### config.mk
export PLATFORM = sky130hd
export DESIGN_NAME = radio_channel_scan_sequencer
export DESIGN_NICKNAME = d
export VERILOG_FILES = /design/src/hdl/rcss_pkg.sv /design/src/hdl/radio_channel_scan_sequencer.sv /design/src/hdl/rcss_cfg_regs.sv /design/src/hdl/rcss_core.sv
export SDC_FILE = /design/constraint.sdc
export NUM_CORES = 1
export LEC_CHECK = 0
export BUFFER_PORTS_ARGS = -buffer_cell sky130_fd_sc_hd__clkbuf_2
export CAP_MARGIN = 10
export CORE_AREA = 2 2 252 254
export DETAILED_ROUTE_END_ITERATION = 7
export DIE_AREA = 0 0 254 256
export PLACE_DENSITY = 0.4
export SKIP_LAST_GASP = 1
export SLEW_MARGIN = 20
export SYNTH_ARGS = -nofsm -noshare
export SYNTH_HDL_FRONTEND = slang
export SYNTH_SLANG_ARGS = --single-unit
### constraint.sdc
create_clock -name clk -period 5.3 [get_ports clk]
set_input_delay 0.265 -clock clk [delete_from_list [all_inputs] [get_ports clk]]
set_output_delay 0.265 -clock clk [all_outputs]
set_load 0.01 [all_outputs]
### src/hdl/rcss_pkg.sv
// Package: shared types, codes and constants for the radio channel scan sequencer.
package rcss_pkg;

    localparam int CHANNEL_COUNT_DEF = 13;

    localparam int CH_W    = 4;
    localparam int CNT_W   = 16;
    localparam int TICK_W  = 14;
    localparam int BYTE_W  = 8;
    localparam int ADDR_W  = 48;
    localparam int APB_AW  = 5;
    localparam int APB_DW  = 32;
    localparam int S_DW    = 88;
    localparam int M_DW    = 56;

    // Register indexes (byte address / 4)
    localparam logic [2:0] REG_BASE_DWELL      = 3'd0;
    localparam logic [2:0] REG_PROBE_INTERVAL  = 3'd1;
    localparam logic [2:0] REG_DWELL_EXTENSION = 3'd2;
    localparam logic [2:0] REG_ACK_MIN_LENGTH  = 3'd3;
    localparam logic [2:0] REG_PROBE_TYPE_CODE = 3'd4;
    localparam logic [2:0] REG_ACK_TYPE_CODE   = 3'd5;

    localparam logic [TICK_W-1:0] BASE_DWELL_RST      = 14'd100;
    localparam logic [TICK_W-1:0] PROBE_INTERVAL_RST  = 14'd50;
    localparam logic [TICK_W-1:0] DWELL_EXTENSION_RST = 14'd500;
    localparam logic [BYTE_W-1:0] ACK_MIN_LENGTH_RST  = 8'd4;
    localparam logic [BYTE_W-1:0] PROBE_TYPE_CODE_RST = 8'd0;
    localparam logic [BYTE_W-1:0] ACK_TYPE_CODE_RST   = 8'd1;

    // Input item kinds
    localparam logic [1:0] FUNC_START   = 2'd0;
    localparam logic [1:0] FUNC_TICK    = 2'd1;
    localparam logic [1:0] FUNC_SET_RES = 2'd2;
    localparam logic [1:0] FUNC_MESSAGE = 2'd3;

    // Result actions
    localparam logic [1:0] ACT_SET_CHANNEL = 2'd0;
    localparam logic [1:0] ACT_SEND_PROBE  = 2'd1;
    localparam logic [1:0] ACT_FOUND       = 2'd2;
    localparam logic [1:0] ACT_FAILED      = 2'd3;

    // Scan phases
    localparam logic [1:0] PH_IDLE     = 2'd0;
    localparam logic [1:0] PH_FAST     = 2'd1;
    localparam logic [1:0] PH_WEIGHTED = 2'd2;

    typedef struct packed {
        logic [TICK_W-1:0] base_dwell;
        logic [TICK_W-1:0] probe_interval;
        logic [TICK_W-1:0] dwell_extension;
        logic [BYTE_W-1:0] ack_min_length;
        logic [BYTE_W-1:0] probe_type_code;
        logic [BYTE_W-1:0] ack_type_code;
    } cfg_t;

    typedef struct packed {
        logic [1:0]        func;
        logic [BYTE_W-1:0] hint_channel;
        logic              set_ok;
        logic [BYTE_W-1:0] message_type;
        logic [BYTE_W-1:0] message_length;
        logic [BYTE_W-1:0] reported_channel;
        logic [ADDR_W-1:0] sender_address;
    } item_t;

    typedef struct packed {
        logic              valid;
        logic [1:0]        action;
        logic [CH_W-1:0]   channel;
        logic [ADDR_W-1:0] peer_address;
    } result_t;

endpackage

### src/hdl/radio_channel_scan_sequencer.sv
// Top level: input beat register, scan core, result register and APB config port.
//
//  channel   dir  handshake                     payload
//  s_axis    in   s_axis_tvalid/s_axis_tready   tdata: item fields, tuser: func
//  m_axis    out  m_axis_tvalid/m_axis_tready   tdata: channel, peer addr; tuser: action
//  apb       in   psel/penable/pwrite, pready   six registers at 4*i
//
// One beat per cycle sustained while m_axis is not stalled; an accepted beat waits in the
// input register until the scan core fires on it, and its result, if any, lands in the
// result register and is offered on m_axis. rst_n clears all scan state and loads register
// defaults. A stalled m_axis holds the result register, which in turn holds the input
// register; s_axis_tready drops only then.
module radio_channel_scan_sequencer
    import rcss_pkg::*;
#(
    parameter int CHANNEL_COUNT = CHANNEL_COUNT_DEF
)
(
    input  logic              clk,
    input  logic              rst_n,
    input  logic              psel,
    input  logic              penable,
    input  logic              pwrite,
    input  logic [APB_AW-1:0] paddr,
    input  logic [APB_DW-1:0] pwdata,
    output logic [APB_DW-1:0] prdata,
    output logic              pready,
    input  logic              s_axis_tvalid,
    output logic              s_axis_tready,
    // hint_channel, set_ok, message_type, message_length, reported_channel,
    // sender_address, zero pad
    input  logic [S_DW-1:0]   s_axis_tdata,
    // func
    input  logic [1:0]        s_axis_tuser,
    output logic              m_axis_tvalid,
    input  logic              m_axis_tready,
    // channel, peer_address, zero pad
    output logic [M_DW-1:0]   m_axis_tdata,
    // action
    output logic [1:0]        m_axis_tuser
);

    cfg_t    cfg;
    item_t   in_item_reg;
    logic    in_valid_reg;
    logic    out_valid_reg;
    result_t out_reg;
    result_t res;
    logic    fire;

    rcss_cfg_regs u_cfg (
        .clk     (clk),
        .rst_n   (rst_n),
        .psel    (psel),
        .penable (penable),
        .pwrite  (pwrite),
        .paddr   (paddr),
        .pwdata  (pwdata),
        .prdata  (prdata),
        .pready  (pready),
        .cfg     (cfg)
    );

    assign fire          = in_valid_reg && (!out_valid_reg || m_axis_tready);
    assign s_axis_tready = !in_valid_reg || fire;

    always_ff @(posedge clk or negedge rst_n)
    begin
        if (!rst_n)
        begin
            in_valid_reg <= 1'b0;
        end
        else if (s_axis_tready)
        begin
            in_valid_reg <= s_axis_tvalid;
        end
    end

    always_ff @(posedge clk)
    begin
        if (s_axis_tvalid && s_axis_tready)
        begin
            in_item_reg.func             <= s_axis_tuser;
            in_item_reg.hint_channel     <= s_axis_tdata[7:0];
            in_item_reg.set_ok           <= s_axis_tdata[8];
            in_item_reg.message_type     <= s_axis_tdata[16:9];
            in_item_reg.message_length   <= s_axis_tdata[24:17];
            in_item_reg.reported_channel <= s_axis_tdata[32:25];
            in_item_reg.sender_address   <= s_axis_tdata[80:33];
        end
    end

    rcss_core #(
        .CHANNEL_COUNT (CHANNEL_COUNT)
    ) u_core (
        .clk   (clk),
        .rst_n (rst_n),
        .fire  (fire),
        .item  (in_item_reg),
        .cfg   (cfg),
        .res   (res)
    );

    always_ff @(posedge clk or negedge rst_n)
    begin
        if (!rst_n)
        begin
            out_valid_reg <= 1'b0;
        end
        else if (fire)
        begin
            out_valid_reg <= res.valid;
        end
        else if (m_axis_tready)
        begin
            out_valid_reg <= 1'b0;
        end
    end

    always_ff @(posedge clk)
    begin
        if (fire)
        begin
            out_reg <= res;
        end
    end

    assign m_axis_tvalid = out_valid_reg;
    assign m_axis_tuser  = out_reg.action;
    assign m_axis_tdata  = {{(M_DW-ADDR_W-CH_W){1'b0}}, out_reg.peer_address, out_reg.channel};

endmodule

### src/hdl/rcss_cfg_regs.sv
// APB configuration register file for the scan sequencer.
module rcss_cfg_regs
    import rcss_pkg::*;
(
    input  logic              clk,
    input  logic              rst_n,
    input  logic              psel,
    input  logic              penable,
    input  logic              pwrite,
    input  logic [APB_AW-1:0] paddr,
    input  logic [APB_DW-1:0] pwdata,
    output logic [APB_DW-1:0] prdata,
    output logic              pready,
    output cfg_t              cfg
);

    cfg_t        cfg_reg;
    logic        wr_en;
    logic [2:0]  reg_idx;

    assign pready  = 1'b1;
    assign wr_en   = psel & penable & pwrite;
    assign reg_idx = paddr[APB_AW-1:2];
    assign cfg     = cfg_reg;

    always_ff @(posedge clk or negedge rst_n)
    begin
        if (!rst_n)
        begin
            cfg_reg.base_dwell      <= BASE_DWELL_RST;
            cfg_reg.probe_interval  <= PROBE_INTERVAL_RST;
            cfg_reg.dwell_extension <= DWELL_EXTENSION_RST;
            cfg_reg.ack_min_length  <= ACK_MIN_LENGTH_RST;
            cfg_reg.probe_type_code <= PROBE_TYPE_CODE_RST;
            cfg_reg.ack_type_code   <= ACK_TYPE_CODE_RST;
        end
        else if (wr_en)
        begin
            case (reg_idx)
                REG_BASE_DWELL:      cfg_reg.base_dwell      <= pwdata[TICK_W-1:0];
                REG_PROBE_INTERVAL:  cfg_reg.probe_interval  <= pwdata[TICK_W-1:0];
                REG_DWELL_EXTENSION: cfg_reg.dwell_extension <= pwdata[TICK_W-1:0];
                REG_ACK_MIN_LENGTH:  cfg_reg.ack_min_length  <= pwdata[BYTE_W-1:0];
                REG_PROBE_TYPE_CODE: cfg_reg.probe_type_code <= pwdata[BYTE_W-1:0];
                REG_ACK_TYPE_CODE:   cfg_reg.ack_type_code   <= pwdata[BYTE_W-1:0];
                default: ;
            endcase
        end
    end

    always_comb
    begin
        case (reg_idx)
            REG_BASE_DWELL:      prdata = APB_DW'(cfg_reg.base_dwell);
            REG_PROBE_INTERVAL:  prdata = APB_DW'(cfg_reg.probe_interval);
            REG_DWELL_EXTENSION: prdata = APB_DW'(cfg_reg.dwell_extension);
            REG_ACK_MIN_LENGTH:  prdata = APB_DW'(cfg_reg.ack_min_length);
            REG_PROBE_TYPE_CODE: prdata = APB_DW'(cfg_reg.probe_type_code);
            REG_ACK_TYPE_CODE:   prdata = APB_DW'(cfg_reg.ack_type_code);
            default:             prdata = '0;
        endcase
    end

endmodule

### src/hdl/rcss_core.sv
// Scan state registers and the per-beat next-state and result logic.
module rcss_core
    import rcss_pkg::*;
#(
    parameter int CHANNEL_COUNT = CHANNEL_COUNT_DEF
)
(
    input  logic    clk,
    input  logic    rst_n,
    input  logic    fire,
    input  item_t   item,
    input  cfg_t    cfg,
    output result_t res
);

    localparam logic [CH_W-1:0]   CC4 = CH_W'(CHANNEL_COUNT);
    localparam logic [CH_W:0]     CC5 = (CH_W+1)'(CHANNEL_COUNT);
    localparam logic [BYTE_W-1:0] CC8 = BYTE_W'(CHANNEL_COUNT);
    localparam logic [CNT_W-1:0]  CNT_MAX = '1;

    logic [1:0]       phase_reg, phase_next;
    logic             awaiting_reg, awaiting_next;
    logic [CH_W-1:0]  sweep_reg, sweep_next;
    logic [CH_W-1:0]  start_reg, start_next;
    logic [CH_W-1:0]  hint_reg, hint_next;
    logic [CH_W-1:0]  cur_ch_reg, cur_ch_next;
    logic [CNT_W-1:0] dwell_el_reg, dwell_el_next;
    logic [CNT_W-1:0] probe_el_reg, probe_el_next;
    logic [CNT_W-1:0] limit_reg, limit_next;
    logic             ext_used_reg, ext_used_next;

    // advance() outcome
    logic             adv_fail;
    logic [1:0]       adv_phase;
    logic [CH_W-1:0]  adv_sweep;
    logic [CH_W-1:0]  adv_ch;
    logic [CNT_W-1:0] adv_limit;

    logic [CH_W-1:0]  fast_pos;
    logic [CH_W:0]    fast_sum;
    logic [CH_W:0]    fast_idx;
    logic [CH_W-1:0]  cand0, cand1, cand2;
    logic [CNT_W-1:0] lim_base, lim_double, lim_half;

    logic             active, dwelling;
    logic             hint_ok, rep_ok;
    logic [CNT_W-1:0] de_inc, pe_inc;
    logic [CH_W-1:0]  start_pos;

    assign lim_base   = CNT_W'(cfg.base_dwell);
    assign lim_double = {1'b0, cfg.base_dwell, 1'b0};
    assign lim_half   = lim_base + CNT_W'(cfg.base_dwell[TICK_W-1:1]);

    assign fast_pos = sweep_reg + 1'b1;
    assign fast_sum = {1'b0, start_reg} + {1'b0, fast_pos};
    assign fast_idx = (fast_sum >= CC5) ? fast_sum - CC5 : fast_sum;

    assign cand0 = hint_reg;
    assign cand1 = (hint_reg > 4'd1) ? hint_reg - 1'b1 : hint_reg;
    assign cand2 = (hint_reg < CC4) ? hint_reg + 1'b1 : hint_reg;

    always_comb
    begin
        adv_fail  = 1'b0;
        adv_phase = phase_reg;
        adv_sweep = sweep_reg;
        adv_ch    = '0;
        adv_limit = lim_half;
        if (phase_reg == PH_FAST)
        begin
            adv_sweep = fast_pos;
            if (fast_pos < CC4)
            begin
                adv_ch    = fast_idx[CH_W-1:0] + 1'b1;
                adv_limit = lim_base;
            end
            else if (hint_reg != '0)
            begin
                adv_phase = PH_WEIGHTED;
                adv_sweep = '0;
                adv_ch    = hint_reg;
                adv_limit = lim_double;
            end
            else
            begin
                adv_fail = 1'b1;
            end
        end
        else if (sweep_reg == 4'd0 && cand1 != cand0)
        begin
            adv_sweep = 4'd1;
            adv_ch    = cand1;
        end
        else if ((sweep_reg == 4'd0 || sweep_reg == 4'd1) && cand2 != cand1)
        begin
            adv_sweep = 4'd2;
            adv_ch    = cand2;
        end
        else
        begin
            adv_fail = 1'b1;
        end
    end

    assign active   = (phase_reg == PH_FAST) || (phase_reg == PH_WEIGHTED);
    assign dwelling = active && !awaiting_reg;
    assign hint_ok  = (item.hint_channel >= 8'd1) && (item.hint_channel <= CC8);
    assign rep_ok   = (item.reported_channel >= 8'd1) && (item.reported_channel <= CC8);
    assign de_inc   = (dwell_el_reg < CNT_MAX) ? dwell_el_reg + 1'b1 : dwell_el_reg;
    assign pe_inc   = (probe_el_reg < CNT_MAX) ? probe_el_reg + 1'b1 : probe_el_reg;
    assign start_pos = hint_ok ? item.hint_channel[CH_W-1:0] - 1'b1 : '0;

    always_comb
    begin
        phase_next    = phase_reg;
        awaiting_next = awaiting_reg;
        sweep_next    = sweep_reg;
        start_next    = start_reg;
        hint_next     = hint_reg;
        cur_ch_next   = cur_ch_reg;
        dwell_el_next = dwell_el_reg;
        probe_el_next = probe_el_reg;
        limit_next    = limit_reg;
        ext_used_next = ext_used_reg;
        res           = '0;

        // shared advance step, used by a failed set and by an expired dwell
        if ((item.func == FUNC_SET_RES && active && awaiting_reg && !item.set_ok) ||
            (item.func == FUNC_TICK && dwelling && de_inc >= limit_reg))
        begin
            res.valid = 1'b1;
            if (adv_fail)
            begin
                phase_next    = PH_IDLE;
                awaiting_next = 1'b0;
                res.action    = ACT_FAILED;
                if (item.func == FUNC_TICK)
                begin
                    dwell_el_next = de_inc;
                    probe_el_next = pe_inc;
                end
            end
            else
            begin
                phase_next    = adv_phase;
                sweep_next    = adv_sweep;
                cur_ch_next   = adv_ch;
                limit_next    = adv_limit;
                awaiting_next = 1'b1;
                dwell_el_next = '0;
                probe_el_next = '0;
                ext_used_next = 1'b0;
                res.action    = ACT_SET_CHANNEL;
                res.channel   = adv_ch;
            end
        end
        else
        begin
            case (item.func)
                FUNC_START:
                begin
                    hint_next     = hint_ok ? item.hint_channel[CH_W-1:0] : '0;
                    start_next    = start_pos;
                    phase_next    = PH_FAST;
                    sweep_next    = '0;
                    cur_ch_next   = start_pos + 1'b1;
                    limit_next    = lim_base;
                    awaiting_next = 1'b1;
                    dwell_el_next = '0;
                    probe_el_next = '0;
                    ext_used_next = 1'b0;
                    res.valid     = 1'b1;
                    res.action    = ACT_SET_CHANNEL;
                    res.channel   = start_pos + 1'b1;
                end
                FUNC_SET_RES:
                begin
                    if (active && awaiting_reg)
                    begin
                        awaiting_next = 1'b0;
                        dwell_el_next = '0;
                        probe_el_next = '0;
                        res.valid     = 1'b1;
                        res.action    = ACT_SEND_PROBE;
                        res.channel   = cur_ch_reg;
                    end
                end
                FUNC_TICK:
                begin
                    if (dwelling)
                    begin
                        dwell_el_next = de_inc;
                        probe_el_next = pe_inc;
                        if (pe_inc >= CNT_W'(cfg.probe_interval))
                        begin
                            probe_el_next = '0;
                            res.valid     = 1'b1;
                            res.action    = ACT_SEND_PROBE;
                            res.channel   = cur_ch_reg;
                        end
                    end
                end
                FUNC_MESSAGE:
                begin
                    if (dwelling && item.message_length != '0)
                    begin
                        if (item.message_type == cfg.probe_type_code && !ext_used_reg)
                        begin
                            limit_next    = limit_reg + CNT_W'(cfg.dwell_extension);
                            ext_used_next = 1'b1;
                        end
                        if (item.message_type == cfg.ack_type_code &&
                            item.message_length >= cfg.ack_min_length)
                        begin
                            phase_next       = PH_IDLE;
                            awaiting_next    = 1'b0;
                            res.valid        = 1'b1;
                            res.action       = ACT_FOUND;
                            res.channel      = rep_ok ? item.reported_channel[CH_W-1:0]
                                                      : cur_ch_reg;
                            res.peer_address = item.sender_address;
                        end
                    end
                end
                default: ;
            endcase
        end
    end

    always_ff @(posedge clk or negedge rst_n)
    begin
        if (!rst_n)
        begin
            phase_reg    <= PH_IDLE;
            awaiting_reg <= 1'b0;
            sweep_reg    <= '0;
            start_reg    <= '0;
            hint_reg     <= '0;
            cur_ch_reg   <= '0;
            dwell_el_reg <= '0;
            probe_el_reg <= '0;
            limit_reg    <= '0;
            ext_used_reg <= 1'b0;
        end
        else if (fire)
        begin
            phase_reg    <= phase_next;
            awaiting_reg <= awaiting_next;
            sweep_reg    <= sweep_next;
            start_reg    <= start_next;
            hint_reg     <= hint_next;
            cur_ch_reg   <= cur_ch_next;
            dwell_el_reg <= dwell_el_next;
            probe_el_reg <= probe_el_next;
            limit_reg    <= limit_next;
            ext_used_reg <= ext_used_next;
        end
    end

endmodule
==> results of run 1 <==
logic make-up (layout without fill, tap and decap cells):
group	after synthesis	in the layout	synth area share [%]
adders and majority gates	94	94	7.77
DFF	273	273	48.9
and+or+nand+nor	432	432	13.9
xor gates and xnor gates	69	69	3.92
AOI/OAI and AO/OA	316	316	14.2
other	2	24	0.0487
muxes	88	88	6.37
buffers and inverters	166	440	4.98
cells in the mapped netlist (5+ instances only):
library cell	count
edfxtp_1	137
dfrtp_1	122
nand2_1	116
ha_1	91
nor2_1	84
inv_1	78
o21ai_0	69
and3_1	63
mux2_2	58
nand3_1	54
a21oi_1	49
xnor2_1	41
clkbuf_1	35
nor3_1	28
xor2_1	28
a22o_1	27
mux2i_1	27
buf_4	26
o31ai_1	26
a211oi_1	22
nand2b_1	20
a21o_1	17
buf_2	14
dfstp_2	14
nand4_1	13
nor4_1	13
a31oi_1	12
a221oi_1	11
o211ai_1	11
o22ai_1	11
o21a_1	10
nor2b_1	9
buf_1	8
and2_1	5
nand3b_1	5
or3_1	5
metal layers:
| metal | track usage (%) | share of wire, % | vias up |
|---|---|---|---|
| li1 | - | - | 5795 |
| met1 | 19.5 | 46 | 5803 |
| met3 | 2.54 | 4.3 | 57 |
| met5 | 0 | 0 | - |
| met4 | 3.46 | 1.9 | 0 |
| met2 | 23.4 | 47 | 232 |
repair_timing:
| action | in CTS | in global routing |
|---|---|---|
| setup endpoints to repair | 0 | 4 |
| gates resized for setup | 0 | 2 |
| hold buffers | 92 | 0 |
| hold endpoints to repair | 148 | 0 |
final cells by class:
class | instances | area, µm² | share of cell area (%)
Tap cell | 846 | 1060 | 5.47
Antenna cell | 1 | 2.50 | 0.0129
Clock buffer | 45 | 963 | 4.98
Sequential cell | 273 | 7530 | 38.9
Inverter | 79 | 297 | 1.53
Clock inverter | 19 | 238 | 1.23
Multi-Input combinational cell | 1022 | 7230 | 37.4
Timing Repair Buffer | 297 | 2030 | 10.5
tightest hold or removal path: cells and delay by family:
family | cells | cell delay (ns)
AO/OA/AOI/OAI | 1 | 0.07
buffers and inverters | 1 | 0.17
AND/OR/NAND/NOR | 1 | 0.06
power by group through the flow:
stage | combinational, µW | sequential [µW] | clock (µW)
finish | 2490 | 2930 | 2480
global route | 2810 | 2980 | 2640
CTS | 2530 | 2940 | 2560
detailed placement | 2460 | 2980 | 0
global placement | 2430 | 2970 | 0
floorplan | 1690 | 2880 | 0
through the flow:
| step | power [µW] | setup slack [ns] |
|---|---|---|
| after floorplan | 4570 | 1.29 |
| after detailed placement | 5430 | 0.248 |
| after global routing | 8440 | 0.0414 |
| after global placement | 5400 | 0.268 |
| after CTS | 8030 | 0.233 |
| final | 7910 | 0.518 |
path summary, 6_finish.rpt:
| check | to | cells after the start | slack (ns) | startpoint |
|---|---|---|---|---|
| setup / recovery | m_axis_tdata[0]$_DFFE_PP_ | 17 | 0.52 | u_core.probe_el_reg[0]$_DFFE_PN0P_ |
| hold / removal | u_cfg.cfg[45]$_DFFE_PN0P_ | 3 | 0.04 | pwdata[7] |
| max in group asynchronous | u_core.dwell_el_reg[15]$_DFFE_PN0P_ | 3 | 4.04 | rst_n |
| min in group asynchronous | u_cfg.cfg[7]$_DFFE_PN0P_ | 2 | 0.21 | rst_n |
| setup reg to reg | m_axis_tdata[0]$_DFFE_PP_ | 17 | 0.52 | u_core.probe_el_reg[0]$_DFFE_PN0P_ |
| hold reg to reg | u_core.cur_ch_reg[1]$_DFFE_PN0P_ | 1 | 0.48 | u_core.cur_ch_reg[1]$_DFFE_PN0P_ |
==> impl_metrics.csv, run 1 <==
group,metric,value,unit
layout,nets,1936,
die,coreArea,62400,µm²
clock_network,root_buffer,"clkbuf_16",
layout,fin_util,31.0,%
global_route,grt_pass1_vias,12200,
worst_setup_path,path_buf_inv,1,
pwr,p_leak,0.00842,µW
worst_setup_path,critPathArrivalTime,5.10,ns
clock_network,cts.path.max_buffers,3,
worst_setup_path,critical-path-slowest-cell,"o311ai_1",
placed_design,dp.cells,2425,
layout,nFillCells,6482,
synthesis,postSynthCellCount,1440,
clock_network,clock_latency,0.57,ns
pwr,switching_power,2840,µW
route,route.detailed.drc,0,
synthesis,yosysWarnings,0,
layout,layout_common_cells,"clkbuf_2 (175), edfxtp_1 (137), dfrtp_1 (122), nand2_1 (116), dlygate4sd3_1 (92)",
global_route,grt_start_max_net_pins,65,
route,drt_iter0_markers,660,
pwr,power_frac_comb,31.5,%
timing,fin_crit_sh,90.2,%
timing,maxSlewHeadroom,41.8,%
layout,largest_register_ffs,83,
die,rows,92,
die,die_area,65000,µm²
worst_setup_path,cp-end-kind,"flip-flop",
synthesis,syn_avg_cell_area,10.7,µm²
layout,area_delta_synth_final,25.5,%
global_route,grt_usage,14.3,%
pwr,p_seq_share,37.1,%
worst_setup_path,cp_data_required_time,5.62,ns
worst_setup_path,start_kind,"flip-flop",
min_path,hp-class,"primary input to flip-flop",
synthesis,yosys.area.top_type,"edfxtp_1",
timing,finalMaxSlewViolations,0,
placed_design,io_buffers,176,
die,ios,227,
pwr,p_per_area,409,nW/µm²
global_route,grt-ovfl-total,0,
layout,stdcell_count,2582,
synthesis,postSynth.asyncResetShare,49.8,%
pwr,ir_drop,0.000237,V
clock_network,clock-sinks,273,
run_status,outcome,"completed",
synthesis,synth_edf_count,137,
route,routedWlPerCell,17.9,µm
timing,fmax,209,MHz
timing,rsz0062_at_grt,"false",
worst_setup_path,crit_path_cell_trace,"ha_1, nand3_1, nor4_2, nand3_1, nand2b_1, nor2_1, nand3_1, xor2_1, inv_1, ha_1, and4_1, a41oi_1, a31oi_1, o311ai_1, a21oi_1, o21a_1, a22o_1",
synthesis,synth_area,15400,µm²
route,drt-pass1-iter-count,5,
route,totalWireLength,46300,µm
timing,hold_viol,0,
layout,final_common_cell,"clkbuf_2",
placed_design,dp.final_hpwl,33900,µm
route,vias,11900,
route,vias_per_cell,4.60,
worst_setup_path,crit_top_cell,"nand3_1",
worst_setup_path,path_class,"flip-flop to flip-flop",
clock_network,htree_levels,2,
synthesis,seq_area_frac_synth,48.9,%
die,die_w,254,µm
run,drv_cap,0,
clock_network,cts_tree,"built",
placed_design,finalWeightedCongestion,0.799,
layout,final_area,19300,µm²
global_route,antenna_found_initial,0,
timing,setup_violations,0,
clock_network,post-cts-setup-buffer-count,0,
timing,worst_clock_skew,0.0258,ns
worst_setup_path,critPathTopFamily,"compound AO/OA/AOI/OAI gates",
synthesis,synth.area.top_cells,"edfxtp_1 (27%), dfrtp_1 (20%), ha_1 (7.4%)",
timing,worst_hold_slack,0.0449,ns
synthesis,yosysUniqueCellTypes,81,
layout,drive_gt1_share,20.5,%
synthesis,synthFlopType,"edfxtp_1",
placed_design,dpl_cell_area,17200,µm²
clock_network,cts.clk_slew.worst_paths,0.06,ns
global_route,grt_pass1_wl,72300,µm
clock_network,cts_buffers,35,
pwr,sw_frac_of_total,35.9,%
die,start_util,24.7,%
route,final_antenna_net_count,0,
synthesis,yosys_register_bits,273,
timing,fin_setup_tns,0,ns
synthesis,synth_top_cell_area_share,26.7,%
worst_setup_path,max_stage_delay,0.54,ns
timing,period_minus_slack,4.78,ns
timing,worst_slew_pin_slew,0.866,ns
die,die_y,256,µm
pwr,p_clk_share,31.3,%
pwr,p_int,5060,µW
worst_setup_path,cp_max_fo,7,
(Power assumes the default switching activity.)
==> inputs of run 2 (changes only) <==
--- a/config.mk
+++ b/config.mk
@@ -7,12 +7,13 @@
 export LEC_CHECK = 0
 export BUFFER_PORTS_ARGS = -buffer_cell sky130_fd_sc_hd__clkbuf_2
 export CAP_MARGIN = 10
-export CORE_AREA = 2 2 252 254
+export CORE_AREA = 2 2 254 256
 export DETAILED_ROUTE_END_ITERATION = 7
-export DIE_AREA = 0 0 254 256
-export PLACE_DENSITY = 0.4
+export DIE_AREA = 0 0 256 258
+export PLACE_DENSITY = 0.52
 export SKIP_LAST_GASP = 1
 export SLEW_MARGIN = 20
 export SYNTH_ARGS = -nofsm -noshare
 export SYNTH_HDL_FRONTEND = slang
+export SYNTH_HIERARCHICAL = 1
 export SYNTH_SLANG_ARGS = --single-unit
==> impl_metrics.csv, run 2 <==
group,metric,value,unit
timing,fin_crit_sh,88.3,%
timing,maxSlewHeadroom,41.4,%
clock_network,cts_buffers,34,
route,route.detailed.drc,0,
worst_setup_path,endpoint,"u_core/sweep_reg[2]$_DFFE_PN0P_",
synthesis,synth.area.top_cells,"edfxtp_1 (26%), dfrtp_1 (19%), ha_1 (7.2%)",
route,drt-pass1-iter-count,5,
global_route,grt_start_max_net_pins,66,
synthesis,synth_top_cell_area_share,26.2,%
route,routedWlPerCell,17.4,µm
route,totalWireLength,44900,µm
run_status,outcome,"completed",
layout,antenna_cells,0,
worst_setup_path,startpoint,"u_core/dwell_el_reg[3]$_DFFE_PN0P_",
route,final_antenna_net_count,0,
worst_setup_path,rr_startpoint,"u_core/dwell_el_reg[3]$_DFFE_PN0P_",
layout,layout_common_cells,"clkbuf_2 (175), edfxtp_1 (137), dfrtp_1 (122), nand2_1 (107), ha_1 (91)",
synthesis,syn_avg_cell_area,11.0,µm²
min_path,hp-class,"primary input to flip-flop",
layout,area_delta_synth_final,24.0,%
worst_setup_path,start_kind,"flip-flop",
timing,fmax,214,MHz
worst_setup_path,reg2reg_depth,15,
clock_network,post-cts-setup-buffer-count,0,
clock_network,cts_tree,"built",
clock_network,cts_hold_buffers,90,
global_route,grt_usage,13.2,%
synthesis,yosysWarnings,6,
layout,final_common_cell,"clkbuf_2",
clock_network,cts.clk_slew.worst_paths,0.06,ns
pwr,ir_drop,0.000215,V
global_route,grt-ovfl-total,0,
timing,worst_slew_pin_slew,0.878,ns
pwr,p_leak,0.00857,µW
layout,nets,1925,
synthesis,yosysUniqueCellTypes,87,
die,coreArea,63600,µm²
clock_network,clock-sinks,273,
placed_design,finalWeightedCongestion,0.823,
layout,drive_gt1_share,21.5,%
placed_design,dp.cells,2426,
synthesis,postSynth.asyncResetShare,49.8,%
clock_network,cts_resized,0,
worst_setup_path,cp_max_fo,16,
global_route,grt_pass1_wl,68900,µm
timing,period_minus_slack,4.68,ns
die,start_util,24.7,%
clock_network,cts.path.max_buffers,3,
clock_network,root_buffer,"clkbuf_16",
synthesis,synth_edf_count,137,
synthesis,seq_area_frac_synth,47.9,%
timing,worst_clock_skew,0.0289,ns
placed_design,dp.final_hpwl,32600,µm
worst_setup_path,r2r_slack,0.62,ns
placed_design,io_buffers,176,
worst_setup_path,cp-end-kind,"flip-flop",
timing,finalMaxSlewViolations,0,
worst_setup_path,critPathArrivalTime,5.12,ns
global_route,antenna_found_initial,0,
die,die_area,66000,µm²
timing,rsz0062_at_grt,"false",
worst_setup_path,cp_data_required_time,5.74,ns
clock_network,htree_levels,2,
synthesis,synth_area,15700,µm²
worst_setup_path,path_class,"flip-flop to flip-flop",
layout,largest_register_ffs,83,
run,drv_cap,0,
synthesis,yosys_register_bits,273,
layout,stdcell_count,2578,
die,ios,227,
timing,setup_violations,0,
route,vias,12000,
layout,nFillCells,6553,
synthesis,synthFlopType,"edfxtp_1",
die,rows,93,
synthesis,yosys.area.top_type,"edfxtp_1",
route,drt_iter0_markers,727,
synthesis,postSynthCellCount,1432,
worst_setup_path,reg2reg_to,"u_core/sweep_reg[2]$_DFFE_PN0P_",
pwr,p_per_area,366,nW/µm²
global_route,grt_pass1_vias,12100,
timing,fin_setup_tns,0,ns
clock_network,clock_latency,0.55,ns
route,vias_per_cell,4.64,
synthesis,netlist_top_cells_count,"edfxtp_1 (137), dfrtp_1 (122), nand2_1 (107)",
die,die_w,256,µm
synthesis,yosysMostFrequentCell,"edfxtp_1",
timing,hold_viol,0,
die,die_y,258,µm
[run 2: logic make-up (layout without fill, tap and decap cells)]
logic type / after synthesis / after routing / share of synthesized area [%]
simple gates: 418 / 418 / 14.3
compound gates: 311 / 311 / 13.5
xor+xnor: 67 / 67 / 3.73
flops: 273 / 273 / 47.9
buf+inv: 156 / 427 / 4.86
mux: 110 / 110 / 8.07
fa+ha+maj: 94 / 94 / 7.62
other cells: 3 / 23 / 0.0716
[run 2: critical path, stage by stage (launching register included)]
cell      delay [ns]
dfrtp_1         0.47
nand4_1         0.21
nor3_1          0.35
and4_1          0.33
nand4_1         0.11
buf_4           0.21
xnor2_1         0.23
ha_1            0.27
nand2b_1        0.14
a2111o_1        0.42
and3_4          0.19
o311a_1         0.39
o21ai_0         0.33
o211a_1         0.53
o31ai_1         0.14
a32o_1          0.23
[run 2: worst min path at each step]
stage / to / slack (ns) / startpoint / depth (start not counted)
after detailed placement: u_cfg/cfg[8]$_DFFE_PN0P_ / 0.33 / rst_n / 1
after global placement: u_cfg/cfg[8]$_DFFE_PN0P_ / 0.32 / rst_n / 1
after CTS: u_cfg/cfg[63]$_DFFE_PN0P_ / 0.008 / pwdata[11] / 2
after floorplan: in_valid_reg$_DFFE_PN0P_ / -0.03 / rst_n / 0
final: u_cfg/cfg[63]$_DFFE_PN0P_ / 0.03 / pwdata[11] / 2
after global routing: u_cfg/cfg[63]$_DFFE_PN0P_ / 0.02 / pwdata[11] / 2
[run 2: layout make-up]
| type | instances | area, µm² | share of cell area [%] |
|---|---|---|---|
| sequential | 273 | 7530 | 38.6 |
| tap | 855 | 1070 | 5.48 |
| multi-input combinational | 1023 | 7520 | 38.5 |
| clock buffer | 41 | 877 | 4.50 |
| clock inverter | 21 | 231 | 1.19 |
| inverter | 74 | 278 | 1.42 |
| timing repair buffer | 291 | 2000 | 10.3 |
[run 2: metal layers]
metal  wire length [µm]  vias to the layer above  GRT usage [%]  part of all wire [%]
met5                  0                        -              0                     0
met4               1170                        0           4.32                   2.6
met3               1360                       60           1.80                   3.0
met2              23100                      207           23.8                    52
met1              19200                     5922           16.2                    43
li1                   -                     5778              -                     -
[run 2: metrics by stage]
| step | power (µW) | hold slack [ns] | worst slack, ns | cell area (µm²) | utilization, % |
|---|---|---|---|---|---|
| floorplan | 4120 | -0.0306 | 1.15 | 15800 | - |
| global placement | 4710 | 0.321 | 0.722 | 17500 | 27.5 |
| detailed placement | 4760 | 0.329 | 0.679 | 17500 | 27.5 |
| CTS | 7240 | 0.00752 | 0.648 | 19500 | 30.6 |
| global route | 7540 | 0.0221 | 0.215 | 19500 | 30.6 |
| finish | 7140 | 0.0339 | 0.620 | 19500 | 30.6 |
[run 2: power breakdown]
group | total, µW | switching (µW) | internal, µW
combinational | 1940 | 1110 | 827
clock | 2360 | 971 | 1390
sequential | 2840 | 283 | 2550
